$ cat config.mk
export PLATFORM = sky130hd
export DESIGN_NAME = iso_week_of_year
export DESIGN_NICKNAME = d
export VERILOG_FILES = /design/src/hdl/iwy_pkg.sv /design/src/hdl/iwy_pipe_ctrl.sv /design/src/hdl/iso_week_of_year.sv
export SDC_FILE = /design/constraint.sdc
export NUM_CORES = 1
export LEC_CHECK = 0
export BUFFER_PORTS_ARGS = -buffer_cell sky130_fd_sc_hd__buf_4
export CORE_ASPECT_RATIO = 2
export CORE_MARGIN = 2
export CORE_UTILIZATION = 60
export CTS_BUF_LIST = sky130_fd_sc_hd__clkbuf_8
export DETAILED_ROUTE_END_ITERATION = 7
export PLACE_DENSITY = 0.78
export SYNTH_ARGS = -nofsm -noshare
export SYNTH_HDL_FRONTEND = slang
export SYNTH_HIERARCHICAL = 1
export SYNTH_SLANG_ARGS = --single-unit
$ cat constraint.sdc
create_clock -name clk -period 8 [get_ports clk]
set_clock_uncertainty 0.05 [all_clocks]
set_input_delay 1.6 -clock clk [delete_from_list [all_inputs] [get_ports clk]]
set_output_delay 1.6 -clock clk [all_outputs]
set_load 0.02 [all_outputs]
$ cat src/hdl/iwy_pkg.sv
`timescale 1ns / 1ps
`default_nettype none
// ----------------------------------------------------------------------------
// iwy_pkg
// Constants and small arithmetic helpers for the ISO week date pipeline.
// ----------------------------------------------------------------------------
package iwy_pkg;

    localparam int NUM_STAGES = 6;

    // A multiple of 400 that makes every 20-bit year non-negative
    localparam logic [20:0] YEAR_BIAS     = 21'd524400;
    // ceil(2^24 / 25): exact floor division by 25 for values below 74565
    localparam logic [19:0] RECIP25       = 20'd671089;
    localparam int          RECIP25_SHIFT = 24;
    // ceil(2^14 / 7): exact floor division by 7 for values below 780
    localparam logic [11:0] RECIP7        = 12'd2341;
    localparam int          RECIP7_SHIFT  = 14;

    localparam logic [2:0] WD_FRIDAY   = 3'd5;
    localparam logic [2:0] WD_SATURDAY = 3'd6;

    localparam logic [3:0] MONTH_JAN = 4'd1;
    localparam logic [3:0] MONTH_MAR = 4'd3;
    localparam logic [3:0] MONTH_DEC = 4'd12;

    localparam logic [5:0] WEEK_FIRST  = 6'd1;
    localparam logic [5:0] WEEK_LONG   = 6'd53;
    localparam logic [5:0] WEEK_SHORT  = 6'd52;

    // Days before the first of each month, common year (index 0 is January)
    function automatic logic [8:0] month_start(input logic [3:0] idx);
        logic [8:0] res;
        case (idx)
            4'd0:    res = 9'd0;
            4'd1:    res = 9'd31;
            4'd2:    res = 9'd59;
            4'd3:    res = 9'd90;
            4'd4:    res = 9'd120;
            4'd5:    res = 9'd151;
            4'd6:    res = 9'd181;
            4'd7:    res = 9'd212;
            4'd8:    res = 9'd243;
            4'd9:    res = 9'd273;
            4'd10:   res = 9'd304;
            4'd11:   res = 9'd334;
            default: res = 9'd0;
        endcase
        return res;
    endfunction

    function automatic logic [4:0] month_len(input logic [3:0] idx);
        logic [4:0] res;
        case (idx)
            4'd1:                      res = 5'd28;
            4'd3, 4'd5, 4'd8, 4'd10:   res = 5'd30;
            default:                   res = 5'd31;
        endcase
        return res;
    endfunction

    // Leap test on the year taken modulo 400
    function automatic logic is_leap400(input logic [8:0] r);
        return (r[1:0] == 2'b00) && (r != 9'd100) && (r != 9'd200) && (r != 9'd300);
    endfunction

    // Modulo 7 by folding octal digits (8 is 1 modulo 7)
    function automatic logic [2:0] mod7(input logic [9:0] x);
        logic [4:0] s1;
        logic [3:0] s2;
        s1 = 5'(x[9]) + 5'(x[8:6]) + 5'(x[5:3]) + 5'(x[2:0]);
        s2 = 4'(s1[4:3]) + 4'(s1[2:0]);
        return (s2 >= 4'd7) ? 3'(s2 - 4'd7) : s2[2:0];
    endfunction

endpackage
`default_nettype wire

$ cat src/hdl/iwy_pipe_ctrl.sv
`timescale 1ns / 1ps
`default_nettype none
// ----------------------------------------------------------------------------
// iwy_pipe_ctrl
// Valid tracking and per-stage load enables for an elastic pipeline; a stage
// loads whenever it is empty or the stage after it moves on.
// ----------------------------------------------------------------------------
module iwy_pipe_ctrl #(
    parameter int STAGES = iwy_pkg::NUM_STAGES
) (
    input  wire logic              clk,
    input  wire logic              rst_n,
    input  wire logic              in_valid,
    output logic                   in_ready,
    output logic                   out_valid,
    input  wire logic              out_ready,
    output logic [STAGES-1:0]      stage_en
);

    logic [STAGES-1:0] valid_reg;
    logic [STAGES-1:0] valid_next;
    logic [STAGES:0]   rdy;

    always_comb
    begin
        rdy[STAGES] = out_ready;
        for (int k = STAGES - 1; k >= 0; k--)
        begin
            rdy[k] = !valid_reg[k] || rdy[k+1];
        end
        valid_next[0] = rdy[0] ? in_valid : valid_reg[0];
        for (int k = 1; k < STAGES; k++)
        begin
            valid_next[k] = rdy[k] ? valid_reg[k-1] : valid_reg[k];
        end
    end

    always_ff @(posedge clk or negedge rst_n)
    begin
        if (!rst_n)
        begin
            valid_reg <= '0;
        end
        else
        begin
            valid_reg <= valid_next;
        end
    end

    assign stage_en  = rdy[STAGES-1:0];
    assign in_ready  = rdy[0];
    assign out_valid = valid_reg[STAGES-1];

endmodule
`default_nettype wire

$ cat src/hdl/iso_week_of_year.sv
`timescale 1ns / 1ps
`default_nettype none
// ----------------------------------------------------------------------------
// iso_week_of_year
// ISO 8601 week date of a proleptic Gregorian date, six-stage pipeline.
//
//   channel | handshake            | payload
//   --------+----------------------+------------------------------------------
//   in      | in_valid / in_ready  | year, month, day
//   out     | out_valid / out_ready| week_number, week_year, weekday,
//           |                      | ordinal_day
//
// One date enters per cycle while in_ready is high; its result passes
// through every stage register. The depth is set by the reciprocal multiplier
// for the year modulo 400 and by the one for the week division, each
// followed by a stage. Reset clears only the valid bits. A stall at the
// output fills empty stages and then holds every stage in place.
// ----------------------------------------------------------------------------
module iso_week_of_year (
    input  wire logic        clk,
    input  wire logic        rst_n,
    input  wire logic        in_valid,
    output logic             in_ready,
    input  wire logic [19:0] year,
    input  wire logic [3:0]  month,
    input  wire logic [4:0]  day,
    output logic             out_valid,
    input  wire logic        out_ready,
    output logic [5:0]       week_number,
    output logic [19:0]      week_year,
    output logic [2:0]       weekday,
    output logic [8:0]       ordinal_day
);
    import iwy_pkg::*;

    logic [NUM_STAGES-1:0] en;

    iwy_pipe_ctrl #(
        .STAGES (NUM_STAGES)
    ) u_ctrl (
        .clk       (clk),
        .rst_n     (rst_n),
        .in_valid  (in_valid),
        .in_ready  (in_ready),
        .out_valid (out_valid),
        .out_ready (out_ready),
        .stage_en  (en)
    );

    // ---------------- stage 1: bias the year, start divide by 25 ----------
    logic [20:0] ubias;
    logic [19:0] year1_reg,  year1_next;
    logic [3:0]  month1_reg, month1_next;
    logic [4:0]  day1_reg,   day1_next;
    logic [3:0]  lo1_reg,    lo1_next;
    logic [16:0] v1_reg,     v1_next;
    logic [36:0] prod1_reg,  prod1_next;

    always_comb
    begin
        ubias       = {year[19], year} + YEAR_BIAS;
        year1_next  = year;
        if (month < MONTH_JAN)
            month1_next = MONTH_JAN;
        else if (month > MONTH_DEC)
            month1_next = MONTH_DEC;
        else
            month1_next = month;
        day1_next   = (day == 5'd0) ? 5'd1 : day;
        v1_next     = ubias[20:4];
        lo1_next    = ubias[3:0];
        prod1_next  = 37'(v1_next) * 37'(RECIP25);
    end

    always_ff @(posedge clk)
    begin
        if (en[0])
        begin
            year1_reg  <= year1_next;
            month1_reg <= month1_next;
            day1_reg   <= day1_next;
            lo1_reg    <= lo1_next;
            v1_reg     <= v1_next;
            prod1_reg  <= prod1_next;
        end
    end

    // ---------------- stage 2: year modulo 400 ----------------------------
    logic [12:0] q25;
    logic [16:0] rem25;
    logic [19:0] year2_reg,  year2_next;
    logic [3:0]  month2_reg, month2_next;
    logic [4:0]  day2_reg,   day2_next;
    logic [8:0]  r2_reg,     r2_next;

    always_comb
    begin
        q25         = prod1_reg[RECIP25_SHIFT +: 13];
        rem25       = v1_reg - 17'({q25, 4'b0000}) - 17'({q25, 3'b000}) - 17'(q25);
        r2_next     = {rem25[4:0], lo1_reg};
        year2_next  = year1_reg;
        month2_next = month1_reg;
        day2_next   = day1_reg;
    end

    always_ff @(posedge clk)
    begin
        if (en[1])
        begin
            year2_reg  <= year2_next;
            month2_reg <= month2_next;
            day2_reg   <= day2_next;
            r2_reg     <= r2_next;
        end
    end

    // ---------------- stage 3: leap flags, ordinal, day count mod 7 -------
    logic        leap3;
    logic [8:0]  rprev;
    logic [3:0]  midx;
    logic [4:0]  mlen;
    logic [4:0]  day_c;
    logic [2:0]  q100;
    logic [9:0]  r31;
    logic [19:0] year3_reg,    year3_next;
    logic [8:0]  ordinal3_reg, ordinal3_next;
    logic [9:0]  dbase3_reg,   dbase3_next;
    logic        leap3_reg,    leap3_next;
    logic        leapp3_reg,   leapp3_next;

    always_comb
    begin
        leap3 = is_leap400(r2_reg);
        rprev = (r2_reg == 9'd0) ? 9'd399 : r2_reg - 9'd1;
        midx  = month2_reg - MONTH_JAN;
        mlen  = month_len(midx) + 5'((midx == 4'd1) && leap3);
        day_c = (day2_reg > mlen) ? mlen : day2_reg;
        if (r2_reg == 9'd0)
            q100 = 3'd0;
        else if (r2_reg <= 9'd100)
            q100 = 3'd1;
        else if (r2_reg <= 9'd200)
            q100 = 3'd2;
        else if (r2_reg <= 9'd300)
            q100 = 3'd3;
        else
            q100 = 3'd4;
        r31 = 10'(r2_reg) + 10'd31;
        // Day count to January 1 modulo 7, over the 400-year cycle
        dbase3_next   = 10'(r2_reg) + 10'd30 + 10'(r31[9:2]) + 10'(r2_reg != 9'd0)
                        + 10'd7 - 10'(q100);
        ordinal3_next = month_start(midx) + 9'(day_c)
                        + 9'(leap3 && (month2_reg >= MONTH_MAR));
        leap3_next    = leap3;
        leapp3_next   = is_leap400(rprev);
        year3_next    = year2_reg;
    end

    always_ff @(posedge clk)
    begin
        if (en[2])
        begin
            year3_reg    <= year3_next;
            ordinal3_reg <= ordinal3_next;
            dbase3_reg   <= dbase3_next;
            leap3_reg    <= leap3_next;
            leapp3_reg   <= leapp3_next;
        end
    end

    // ---------------- stage 4: weekday of the date and of January 1 -------
    logic [19:0] year4_reg,    year4_next;
    logic [8:0]  ordinal4_reg, ordinal4_next;
    logic [2:0]  wd4_reg,      wd4_next;
    logic [2:0]  jan14_reg,    jan14_next;
    logic        leap4_reg,    leap4_next;
    logic        leapp4_reg,   leapp4_next;

    always_comb
    begin
        wd4_next      = mod7(dbase3_reg + 10'(ordinal3_reg) + 10'd2) + 3'd1;
        jan14_next    = mod7(dbase3_reg + 10'd3) + 3'd1;
        year4_next    = year3_reg;
        ordinal4_next = ordinal3_reg;
        leap4_next    = leap3_reg;
        leapp4_next   = leapp3_reg;
    end

    always_ff @(posedge clk)
    begin
        if (en[3])
        begin
            year4_reg    <= year4_next;
            ordinal4_reg <= ordinal4_next;
            wd4_reg      <= wd4_next;
            jan14_reg    <= jan14_next;
            leap4_reg    <= leap4_next;
            leapp4_reg   <= leapp4_next;
        end
    end

    // ---------------- stage 5: week = (ordinal + 10 - weekday) / 7 --------
    logic [8:0]  wnum;
    logic [19:0] year5_reg,    year5_next;
    logic [8:0]  ordinal5_reg, ordinal5_next;
    logic [2:0]  wd5_reg,      wd5_next;
    logic [2:0]  jan15_reg,    jan15_next;
    logic        leap5_reg,    leap5_next;
    logic        leapp5_reg,   leapp5_next;
    logic [20:0] wprod5_reg,   wprod5_next;

    always_comb
    begin
        wnum          = ordinal4_reg + 9'd10 - 9'(wd4_reg);
        wprod5_next   = 21'(wnum) * 21'(RECIP7);
        year5_next    = year4_reg;
        ordinal5_next = ordinal4_reg;
        wd5_next      = wd4_reg;
        jan15_next    = jan14_reg;
        leap5_next    = leap4_reg;
        leapp5_next   = leapp4_reg;
    end

    always_ff @(posedge clk)
    begin
        if (en[4])
        begin
            year5_reg    <= year5_next;
            ordinal5_reg <= ordinal5_next;
            wd5_reg      <= wd5_next;
            jan15_reg    <= jan15_next;
            leap5_reg    <= leap5_next;
            leapp5_reg   <= leapp5_next;
            wprod5_reg   <= wprod5_next;
        end
    end

    // ---------------- stage 6: year-edge weeks, output register -----------
    logic [6:0]  wk_raw;
    logic [8:0]  in_year;
    logic [9:0]  left_sum;
    logic [5:0]  week_number_reg, week_number_next;
    logic [19:0] week_year_reg,   week_year_next;
    logic [2:0]  weekday_reg,     weekday_next;
    logic [8:0]  ordinal_day_reg, ordinal_day_next;

    always_comb
    begin
        wk_raw   = wprod5_reg[RECIP7_SHIFT +: 7];
        in_year  = leap5_reg ? 9'd366 : 9'd365;
        // days left in the year plus weekday: below 4 means no Thursday remains
        left_sum = 10'(in_year - ordinal5_reg) + 10'(wd5_reg);
        week_number_next = wk_raw[5:0];
        week_year_next   = year5_reg;
        if (wk_raw == 7'd0)
        begin
            week_year_next = year5_reg - 20'd1;
            if ((jan15_reg == WD_FRIDAY) || ((jan15_reg == WD_SATURDAY) && leapp5_reg))
                week_number_next = WEEK_LONG;
            else
                week_number_next = WEEK_SHORT;
        end
        else if ((wk_raw == 7'(WEEK_LONG)) && (left_sum < 10'd4))
        begin
            week_number_next = WEEK_FIRST;
            week_year_next   = year5_reg + 20'd1;
        end
        weekday_next     = wd5_reg;
        ordinal_day_next = ordinal5_reg;
    end

    always_ff @(posedge clk)
    begin
        if (en[5])
        begin
            week_number_reg <= week_number_next;
            week_year_reg   <= week_year_next;
            weekday_reg     <= weekday_next;
            ordinal_day_reg <= ordinal_day_next;
        end
    end

    assign week_number = week_number_reg;
    assign week_year   = week_year_reg;
    assign weekday     = weekday_reg;
    assign ordinal_day = ordinal_day_reg;

endmodule
`default_nettype wire

==> results of run 1 <==
-- area by class of cell --
| cell class | count | area [um^2] |
|---|---|---|
| clock buffer | 36 | 495.5 |
| clock inverter | 24 | 171.4 |
| timing repair buffer | 112 | 840.8 |
| inverter | 336 | 1261 |
| fill | 2168 | 9741 |
| sequential | 239 | 7147 |
| tap | 364 | 455.4 |
| multi-input combinational | 915 | 9175 |
-- metrics by stage --
stage	area (um^2)	std cells
final	19550	2026
after global routing	19550	2026
after CTS	19550	2026
after detailed placement	18880	1966
after global placement	18880	1966
after floorplan	17690	1513
-- final timing paths --
check,start,end,slack (ns),depth (start not counted)
max,year[4],prod1_reg[27],0.32,29
min,year4_reg[6],year5_reg[6],0.35,0
max reg2reg,ordinal4_reg[2],wprod5_reg[18],1.44,24
min reg2reg,year4_reg[6],year5_reg[6],0.35,0
max in group asynchronous,rst_n,u_ctrl/valid_reg[1],6.97,1
min in group asynchronous,rst_n,u_ctrl/valid_reg[5],0.81,1
-- logic make-up after synthesis --
kind of cell / after synthesis / share of synthesized area
simple gates: 226 / 0.06466
flops: 239 / 0.4041
buf+inv: 359 / 0.07726
compound gates: 183 / 0.06558
mux: 7 / 0.004174
fa+ha+maj: 380 / 0.3253
xor+xnor: 119 / 0.05893
-- per-layer routing --
| layer | up-vias | track usage | routed length, um |
|---|---|---|---|
| li1 | 5327 | - | - |
| met1 | 5463 | 0.2694 | 13450 |
| met2 | 346 | 0.4175 | 18290 |
| met3 | 97 | 0.03094 | 1519 |
| met4 | 0 | 0.09020 | 1337 |
| met5 | - | 0 | 0 |
-- synth_stat cells, types with 2 or more instances --
| cell | n |
|---|---|
| a211o_1 | 2 |
| nand3b_1 | 5 |
| xnor2_1 | 89 |
| nor4_1 | 8 |
| clkbuf_1 | 20 |
| o21a_1 | 8 |
| o22ai_1 | 6 |
| a21o_1 | 14 |
| buf_6 | 2 |
| nand3_1 | 19 |
| and3_1 | 13 |
| a31oi_1 | 9 |
| nand2b_1 | 9 |
| mux2_2 | 3 |
| xor2_1 | 30 |
| and2_1 | 7 |
| a2111oi_0 | 2 |
| nand4_1 | 12 |
| a32oi_1 | 2 |
| and4_1 | 2 |
| a311oi_1 | 2 |
| mux2i_1 | 4 |
| inv_1 | 335 |
| o21bai_1 | 12 |
| ha_1 | 247 |
| fa_1 | 133 |
| dfrtp_1 | 6 |
| nor2b_1 | 7 |
| nor3_1 | 26 |
| o22a_1 | 2 |
| and4b_1 | 3 |
| a211oi_1 | 7 |
| or4_1 | 2 |
| a22oi_1 | 2 |
| o31ai_1 | 3 |
| a21boi_0 | 2 |
| o2111ai_1 | 3 |
| edfxtp_1 | 233 |
| or2_2 | 4 |
| nor2_1 | 50 |
| o21ai_0 | 32 |
| a21oi_1 | 58 |
| o21ai_1 | 3 |
| nand2_1 | 51 |
-- critical path, delay by kind of cell --
family          cells  cell delay, ns
compound gates      7            1.06
buf+inv             8            0.61
simple gates        5            0.79
xor+xnor            1            0.16
fa+ha+maj           8            3.69
==> flow_summary.yaml, run 1 <==
clocking:
  post_cts_resized: 0
  root_buffer: "clkbuf_8"
  clk_pin_slew_worst_paths_ns: 0.08
  cts_made_buffers: 36
  clock_sinks: 239
  holdBufCountCts: 0
  cts_tree: "yes"
  postCtsSetupBuffers: 0
  cts_max_path_buffers: 3
  clkLatencyLatePin_ns: 0.55
  htree_levels: 2
synth:
  yosysTopAreaCellShare: 0.3956
  synth_nets: 1926
  yosysTopAreaCell: "edfxtp_1"
  synth.distinct_cells: 68
  synth_area_per_cell_um2: 11.69
  yosysWarningCount: 6
  synth_edf_count: 233
  synth_top_cells_by_area: "edfxtp_1 40%, ha_1 17%, fa_1 15%, inv_1 7.1%, xnor2_1 4.4%"
  ys_seq_area_frac: 0.4041
  synth_seq_cells: 239
  yosys_most_used_dff: "edfxtp_1"
  async_flop_share: 0.02510
  syn_area_mm2: 0.01769
  syn_inst: 1513
cells_and_area:
  drive_gt1_frac: 0.1029
  layout_common_cells: "342 x inv_1, 247 x ha_1, 233 x edfxtp_1"
  final_util: 0.6674
  fin_nets: 2053
  final_common_cell: "inv_1"
  synthToLayoutAreaGrowth_pct: 10.52
  antenna_cells: 0
route:
  vias: 11233
  postRouteAntennaNets: 0
  routed_wirelength_mm: 34.60
  via_per_inst: 5.544
  drtIter0Drc: 641
  wire_per_inst_um: 17.08
  firstDrtPassIters: 5
  drc: 0
sta:
  slew_viol_final: 0
  fin_tns_setup_ns: 0
  slew_headroom: 0.3408
  worst-slew-pin-transition_ns: 0.9822
  setup_slack_ns: 0.3217
  rsz0062_at_grt: "false"
  fin_crit_sh: 0.9598
  final.min_clock_period_ns: 7.678
  fin_hold_ws_ns: 0.3525
  max_freq_ghz: 0.1302
  hold_viol: 0
  setup_viol: 0
floorplanning:
  start_util: 0.6039
  die_area_mm2: 0.03095
  rows: 89
  core-area_mm2: 0.02929
  io_pins: 73
  die_w_um: 125.4
  fp.dieH_um: 246.8
run_status:
  outcome: "completed"
grt:
  grt_overflow: 0
  antenna_found_initial: 0
  grt_pass1_wl_mm: 56.48
  grt_pass1_vias: 11997
  grt_usage: 0.2278
  grt_max_degree: 46
critical_path:
  cp.arrival_ns: 7.90
  crit_type: "in -> reg"
  cp-start-kind: "input port"
  slowest_stage: "fa_1"
  cp-end-kind: "register"
  critPathRequiredTime_ns: 8.22
  slowest_delay_ns: 0.55
  critical_path.max_fanout: 5
placed_design:
  post-place-ws_ns: -0.2641
  io_buffers: 72
  gp_congestion: 0.9407
  hpwl_mm: 28.11
worst_hold_path:
  hp-class: "reg -> reg"
flow_run:
  cap_violations: 0
Power of run 1 is not shown: default switching activity piles up to over one toggle a cycle in this logic, so the estimate is an artifact.
==> run 2: changes to the inputs <==
--- a/config.mk
+++ b/config.mk
@@ -7,11 +7,12 @@
 export LEC_CHECK = 0
 export BUFFER_PORTS_ARGS = -buffer_cell sky130_fd_sc_hd__buf_4
 export CORE_ASPECT_RATIO = 2
-export CORE_MARGIN = 2
+export CORE_MARGIN = 3
 export CORE_UTILIZATION = 60
 export CTS_BUF_LIST = sky130_fd_sc_hd__clkbuf_8
 export DETAILED_ROUTE_END_ITERATION = 7
 export PLACE_DENSITY = 0.78
+export SLEW_MARGIN = 40
 export SYNTH_ARGS = -nofsm -noshare
 export SYNTH_HDL_FRONTEND = slang
 export SYNTH_HIERARCHICAL = 1
==> flow_summary.yaml, run 2 (synthesis gave the netlist of run 1 again) <==
cells_and_area:
  fin_nets: 2059
  synthToLayoutAreaGrowth_pct: 10.95
  final_common_cell: "inv_1"
  fillCellCount: 2183
  drive_gt1_frac: 0.1095
  final_area_mm2: 0.01962
  layout_common_cells: "341 x inv_1, 247 x ha_1, 233 x edfxtp_1"
flow_run:
  cap_violations: 0
critical_path:
  cp.arrival_ns: 7.86
  reg2reg_from: "ordinal4_reg[2]"
  slowest_delay_ns: 0.57
  startpoint: "year[4]"
  cp-start-kind: "input port"
  reg2reg_depth: 24
  critical_path.max_fanout: 3
  crit_buf_inv: 8
  critical_path.top_delay_family: "adder cells"
  crit_type: "in -> reg"
  cp-end-kind: "register"
  slowest_stage: "fa_1"
  critPathRequiredTime_ns: 8.29
  cp.depth: 29
grt:
  grt_overflow: 0
  grt_pass1_wl_mm: 57.61
  grt_max_degree: 46
  grt_pass1_vias: 12070
  antenna_found_initial: 1
  grt_usage: 0.2327
sta:
  fin_crit_sh: 0.9463
  final.min_clock_period_ns: 7.571
  hold_viol: 0
  max_freq_ghz: 0.1321
  slew_viol_final: 0
  worst-slew-pin-transition_ns: 0.6883
  slew_headroom: 0.5376
  fin_tns_setup_ns: 0
  setup_viol: 0
  rsz0062_at_grt: "false"
placed_design:
  postPlaceCellArea_mm2: 0.01897
  gp_congestion: 0.9965
  hpwl_mm: 30.33
  io_buffers: 72
worst_hold_path:
  min-delay-start: "month1_reg[0]"
  hp-class: "reg -> reg"
  hold_depth: 0
route:
  drc: 0
  via_per_inst: 5.503
  wire_per_inst_um: 17.68
  postRouteAntennaNets: 0
  firstDrtPassIters: 6
  routed_wirelength_mm: 35.92
  drtIter0Drc: 469
  vias: 11182
clocking:
  clkLatencyLatePin_ns: 0.60
  htree_levels: 1
  post_cts_resized: 0
  cts_tree: "yes"
  postCtsSetupBuffers: 0
  clk_pin_slew_worst_paths_ns: 0.07
  cts_max_path_buffers: 3
  clock_sinks: 239
  cts_made_buffers: 31
  root_buffer: "clkbuf_8"
  holdBufCountCts: 0
floorplanning:
  die_area_mm2: 0.03170
  core-area_mm2: 0.02896
  start_util: 0.6107
  die_w_um: 127.4
  io_pins: 73
  rows: 88
  fp.dieH_um: 248.8
run_status:
  outcome: "completed"
-- run 2: cell type report --
type                            instances  area (um^2)  area share
Tap cell                              360        450.4     0.02295
Inverter                              336         1261     0.06427
Clock inverter                         27        214.0     0.01090
Clock buffer                           31        426.7     0.02174
Multi-Input combinational cell        915         9198      0.4687
Antenna cell                            1        2.502   0.0001275
Timing Repair Buffer                  123        923.4     0.04706
Sequential cell                       239         7147      0.3642
-- run 2: path summary, 6_finish.rpt --
| kind | slack, ns | end |
|---|---|---|
| worst max register to register | 1.23 | wprod5_reg[18] |
| worst min-delay path | 0.36 | month2_reg[0] |
| worst min register to register | 0.36 | month2_reg[0] |
| min in group asynchronous | 0.74 | u_ctrl/valid_reg[4] |
| max in group asynchronous | 7.05 | u_ctrl/valid_reg[3] |
| worst max-delay path | 0.43 | prod1_reg[27] |
-- run 2: metal layers --
metal	track usage	routed length [um]	up-vias
met5	0	0	-
met4	0.1654	3044	0
met3	0.02318	1043	147
met2	0.4752	21560	277
met1	0.1939	10270	5408
li1	-	-	5350
-- run 2: stage by stage --
step	worst slack, ns	cells	hold slack [ns]	util
5_1_grt	0.01920	2032	0.3711	0.6776
2_1_floorplan	0.1563	1513	0.3503	-
3_5_place_dp	-0.1712	1973	0.3545	0.6550
4_1_cts	0.4444	2031	0.3638	0.6771
6_report	0.4292	2032	0.3641	0.6776
3_3_place_gp	-0.1185	1973	0.3503	0.6548
-- run 2: worst reg2reg max path, stage by stage, from the launching register on --
cell	delay [ns]
edfxtp_1	0.40
ha_1	0.36
ha_1	0.31
a21o_1	0.18
a21oi_1	0.22
nor2b_1	0.07
nor3_1	0.27
o21bai_1	0.12
a21oi_1	0.22
xnor2_1	0.24
ha_1	0.21
inv_1	0.05
fa_1	0.45
fa_1	0.51
inv_1	0.04
ha_1	0.29
ha_1	0.22
a2111oi_0	0.60
o221ai_1	0.30
o2111ai_1	0.20
a21boi_0	0.21
a311oi_1	0.52
inv_1	0.12
a21oi_1	0.21
xnor2_1	0.12
Power of run 2 is left out for the same reason.
